<file path="src/hw/rtl/three_axis_moving_average_assert.svh">
// Assertion macros for the three-axis moving average
`ifndef THREE_AXIS_MOVING_AVERAGE_ASSERT_SVH
`define THREE_AXIS_MOVING_AVERAGE_ASSERT_SVH

// same-cycle implication, reset masked
`define TAMA_ASSERT_NOW(lbl, ante, cons, msg) \
  lbl: assert property (@(posedge clk) disable iff (!rst_n) (ante) |-> (cons)) \
    else $error(msg);

// next-cycle implication, reset masked
`define TAMA_ASSERT_NEXT(lbl, ante, cons, msg) \
  lbl: assert property (@(posedge clk) disable iff (!rst_n) (ante) |=> (cons)) \
    else $error(msg);

`endif

</file>
<file path="src/hw/rtl/tama_pkg.sv">
// Package: sizes, scaling constants and control structs for the moving average
`timescale 1ns / 1ps
package tama_pkg;

  localparam int WINDOW   = 10;
  localparam int SAMPLE_W = 16;
  localparam int OUT_W    = 21;
  localparam int IDX_W    = $clog2(WINDOW);
  localparam int SUM_W    = SAMPLE_W + $clog2(WINDOW);

  // round(|sum| * 16 / WINDOW) = floor((|sum| * 32 + WINDOW) / (2 * WINDOW))
  localparam int N_W      = SUM_W + 5;
  localparam int DIV      = 2 * WINDOW;
  localparam int DIV_LOG  = $clog2(DIV);
  localparam int SH       = N_W + DIV_LOG;
  localparam int RECIP_W  = N_W + 1;
  localparam int PROD_W   = N_W + RECIP_W;
  localparam int Q_W      = OUT_W - 1;
  localparam logic [RECIP_W-1:0] RECIP =
    RECIP_W'(((64'd1 << SH) + 64'(DIV) - 64'd1) / 64'(DIV));

  typedef struct packed {
    logic             fill;
    logic             wr;
    logic [IDX_W-1:0] idx;
  } ring_ctrl_t;

  typedef struct packed {
    logic ld2;
    logic ld3;
  } stage_ctrl_t;

endpackage

</file>
<file path="src/hw/rtl/tama_axis.sv">
// One axis: sample ring and running window sum
`timescale 1ns / 1ps
module tama_axis
  import tama_pkg::*;
(
  input  logic                       clk,
  input  ring_ctrl_t                 ctrl,
  input  logic signed [SAMPLE_W-1:0] sample,
  output logic signed [SUM_W-1:0]    sum
);

  localparam logic signed [SUM_W-1:0] WIN_S = SUM_W'(WINDOW);

  logic signed [SAMPLE_W-1:0] ring_r [WINDOW];
  logic signed [SUM_W-1:0]    acc_r;
  logic signed [SUM_W-1:0]    acc_nxt;
  logic signed [SUM_W-1:0]    s_ext;
  logic signed [SUM_W-1:0]    old_ext;

  assign s_ext   = {{(SUM_W-SAMPLE_W){sample[SAMPLE_W-1]}}, sample};
  assign old_ext = {{(SUM_W-SAMPLE_W){ring_r[ctrl.idx][SAMPLE_W-1]}}, ring_r[ctrl.idx]};

  always_comb begin
    if (ctrl.fill) begin
      acc_nxt = s_ext * WIN_S;
    end else begin
      acc_nxt = acc_r + s_ext - old_ext;
    end
  end

  always_ff @(posedge clk) begin
    if (ctrl.fill) begin
      for (int i = 0; i < WINDOW; i++) begin
        ring_r[i] <= sample;
      end
    end else if (ctrl.wr) begin
      ring_r[ctrl.idx] <= sample;
    end
    if (ctrl.fill || ctrl.wr) begin
      acc_r <= acc_nxt;
    end
  end

  assign sum = acc_r;

endmodule

</file>
<file path="config.mk">
export PLATFORM = sky130hd
export DESIGN_NAME = tama_axis
export DESIGN_NICKNAME = d
export VERILOG_FILES = /design/src/hw/rtl/three_axis_moving_average_assert.svh /design/src/hw/rtl/tama_pkg.sv /design/src/hw/rtl/tama_axis.sv
export SDC_FILE = /design/constraint.sdc
export NUM_CORES = 1
export LEC_CHECK = 0
export ABC_CLOCK_PERIOD_IN_PS = 4200
export BUFFER_PORTS_ARGS = -buffer_cell sky130_fd_sc_hd__buf_2
export CORE_MARGIN = 4
export CORE_UTILIZATION = 55
export DETAILED_ROUTE_END_ITERATION = 12
export PLACE_DENSITY = 0.75
export SYNTH_ARGS = -nofsm -noshare
export SYNTH_HDL_FRONTEND = slang
export SYNTH_SLANG_ARGS = --single-unit
</file>
<file path="constraint.sdc">
create_clock -name clk -period 4.2 [get_ports clk]
set_input_delay 0.42 -clock clk [delete_from_list [all_inputs] [get_ports clk]]
set_output_delay 0.42 -clock clk [all_outputs]
set_load 0.005 [all_outputs]
</file>
==> results_dict.tcl <==
set metrics [dict create \
    core_area_um2 22800 \
    p_leak_nw 5.53 \
    netSwitchingFraction_pct 30.7 \
    stdcell_area_um2 14800 \
    start_util_pct 56.6 \
    dr.first_iter.drc_count 771 \
    grt_pass1_vias 7657 \
    synth-xor-area-share_pct 1.97 \
    cts-root-buf "clkbuf_16" \
    clock_path_buffers 3 \
    min_period_ns 4.05 \
    post_dp_cell_area_um2 14000 \
    worst_pin_slew_ns 1.07 \
    yosys.area.top_type "edfxtp_1" \
    port_buffers 42 \
    yosysSeqAreaShare_pct 64.1 \
    cp_max_fo 39 \
    switchingPower_mw 2.77 \
    clkSlewWorstSetupHoldPaths_ns 0.06 \
    die-height_um 161 \
    max_freq_mhz 247 \
    drv_cap 0 \
    period_share_pct 96.5 \
    rsz0062_at_grt "yes" \
    finalSetupViolCount 0 \
    netlist_area_um2 12900 \
    yosysTopAreaCellShare_pct 64.1 \
    routabilityCongestion 0.863 \
    grtUsageTotal_pct 23.4 \
    post-cts-setup-buffers 0 \
    die-area_um2 26000 \
    drt-pass1-iter-count 5 \
    avgSynthCellArea_um2 17.3 \
    via_per_inst 6.12 \
    fillers 1570 \
    synth_flop_cell "edfxtp_1" \
    synth_edf_count 276 \
    syn2layout_area_growth_pct 14.8 \
    slew_viol_final 0 \
    end_kind "register" \
    power_density_nw_per_um2 607 \
    grt_pass1_wl_um 45900 \
    yosys_warnings 0 \
    cts_made_buffers 27 \
    layout.nets 945 \
    r2r-end "sum[17]" \
    reg2regPathDepth 12 \
    antenna_found_initial 0 \
    final-hold-violation-count 0 \
    cts.sinks 276 \
    netlist_top_cells_area "edfxtp_1 (64%), mux4_2 (14%), ha_1 (4.8%)" \
    crit_path_start "ctrl[1]" \
    synth_top_family_by_area "multiplexers" \
    drc_errors 0 \
    cp.arrival_ns 4.30 \
    critPathKind "in -> reg" \
    cp-endpoint "sum[19]" \
    synth-compound-area-share_pct 5.27 \
    ctsHtreeMaxLevel 1 \
    rows 55 \
    whs_ns 0.317 \
    peakVddDrop_mv 0.329 \
    synthCells 748 \
    synthArstFlopShare_pct 0 \
    rrSetupSlack_ns 0.15 \
    synthMuxAreaShare_pct 14.3 \
    synth-adder-area-share_pct 7.94 \
    dpl.hpwl_um 19200 \
    outcome "finished, final reports clean" \
    sequentialPowerShare_pct 38.6 \
    vias 7251 \
    reg2reg_from "ring_r[11][1]" \
    io_pins 43 \
    ys_seq_elements 276 \
    start_kind "input port" \
    cts_tree "done" \
    holdCritPathClass "in -> reg" \
    finClkSkew_ns 0.0133 \
    wire_per_inst_um 25.2 \
    cp.required_ns 4.44 \
    grt.overflow.total 0 \
    worstHoldStart "sample[1]" \
    die_w_um 161 \
    slew_headroom_pct 28.8 \
    final_antenna_net_count 0 \
    clkLatencyLatePin_ns 0.54 \
    synth_cell_types 56 \
    drive_gt1_share_pct 28.8 \
    diodes 0 \
    power.share.combinational_pct 35.1 \
    pwr-share-clk_pct 26.3 \
    routed_wl_um 29800 \
    power.internal_mw 6.24 \
    syn-num-nets 841 \
    synthSimpleGateAreaFrac_pct 3.31 \
    grt_max_degree 49 \
]
-- per-layer routing --
layer	share of wire, %	GRT usage [%]	vias to the layer above
met4	2.4	5.97	0
met1	38	31.5	3710
li1	-	-	3134
met5	0	0	-
met3	7.6	3.73	64
met2	52	40.7	343
-- logic make-up after synthesis --
logic type / Yosys count
multiplexers: 85
flip-flops: 276
buffers and inverters: 100
AO/OA/AOI/OAI: 101
AND/OR/NAND/NOR: 87
XOR/XNOR: 29
adder cells (fa/ha/maj): 70
-- cell type report --
class                      count  area, µm²  share of cell area [%]
tap                          313        392                    2.64
timing repair buffer         103        736                    4.96
inverter                      72        270                    1.82
clock inverter                17        170                    1.15
multi-input combinational    372       4290                    28.9
clock buffer                  31        691                    4.65
sequential                   276       8290                    55.8
-- flip-flops by register name (all words and copies together) (netlist names) --
| name | cells |
|---|---|
| sum | 20 |
| ring_r | 256 |
-- stage by stage --
| stage | total power, mW | setup TNS (ns) | worst slack, ns | utilization (%) | cells |
|---|---|---|---|---|---|
| finish | 9.01 | 0 | 0.145 | 65.0 | 1184 |
| global route | 9.49 | -0.00237 | -0.00237 | 65.0 | 1184 |
| CTS | 9.00 | 0 | 0.0541 | 64.9 | 1184 |
| detailed placement | 6.63 | -4.70 | -0.518 | 61.1 | 1136 |
| global placement | 6.51 | -3.88 | -0.424 | 61.1 | 1136 |
| floorplan | 5.40 | 0 | 0.0202 | - | 748 |
-- placed cells by master, fill, tap and decap left out, types with 3 or more instances in the layout --
cell	instances
xor2_1	11
clkinvlp_4	3
mux4_2	80
buf_4	57
ha_1	50
nor2_1	16
o21bai_1	3
bufinv_16	3
a211oi_1	3
a21oi_1	19
nand3_1	7
nor3_1	3
o21a_1	4
buf_2	40
nand2_1	27
edfxtp_1	276
inv_1	72
a21o_1	13
nand4_1	4
clkbuf_16	27
nor2_2	5
clkbuf_1	4
clkinv_1	4
nor2b_1	6
o21bai_2	6
nand3b_1	3
clkinv_2	5
o21ai_1	12
mux2i_1	4
fa_1	19
xnor2_1	18
and3_1	3
nand2b_1	4
o21ai_0	16
buf_12	5
-- worst max-delay path: stages --
cell      delay, ns
clkbuf_4       0.37
buf_4          0.24
buf_12         0.24
mux4_2         0.36
mux4_2         0.53
fa_1           0.51
inv_1          0.05
ha_1           0.29
buf_4          0.14
nand2_1        0.08
o21bai_1       0.23
buf_4          0.15
a21oi_1        0.07
o221ai_1       0.33
xnor2_1        0.17
mux2i_1        0.10
-- worst min path at each step --
stage	cells past startpoint	slack [ns]	end
2_1_floorplan	0	0.52	ring_r[0][0]
3_3_place_gp	1	0.83	ring_r[0][1]
3_5_place_dp	1	0.85	sum[2]
4_1_cts	1	0.30	ring_r[0][1]
5_1_grt	1	0.32	ring_r[4][9]
6_report	1	0.32	ring_r[0][1]
-- power by group through the flow --
stage	clock, mW	sequential (mW)	combinational (mW)
after floorplan	0	3.50	1.90
after detailed placement	0	3.53	3.10
after global routing	2.53	3.49	3.47
after CTS	2.40	3.48	3.12
after global placement	0	3.51	3.00
final	2.37	3.48	3.16
-- cells in the mapped netlist, types with 2 or more instances --
| library cell | number |
|---|---|
| a211oi_1 | 4 |
| a21o_1 | 13 |
| a21oi_1 | 20 |
| a221o_1 | 2 |
| a31oi_1 | 2 |
| and3_1 | 3 |
| buf_1 | 4 |
| buf_2 | 5 |
| clkbuf_1 | 17 |
| edfxtp_1 | 276 |
| fa_1 | 20 |
| ha_1 | 50 |
| inv_1 | 72 |
| mux2i_1 | 4 |
| mux4_2 | 80 |
| nand2_1 | 27 |
| nand2b_1 | 4 |
| nand3_1 | 7 |
| nand3b_1 | 3 |
| nand4_1 | 4 |
| nor2_1 | 21 |
| nor2b_1 | 6 |
| nor3_1 | 3 |
| nor4_1 | 2 |
| o21a_1 | 4 |
| o21ai_0 | 16 |
| o21ai_1 | 12 |
| o21bai_1 | 9 |
| o22ai_1 | 2 |
| o31ai_1 | 2 |
| or3_1 | 2 |
| xnor2_1 | 18 |
| xor2_1 | 11 |
-- what timing repair did --
action                     4_1_cts  5_1_grt
gates resized for setup          0        3
hold buffers                     0        0
setup endpoints to repair        0       10
Note: power is estimated with default switching activity, not from simulation.
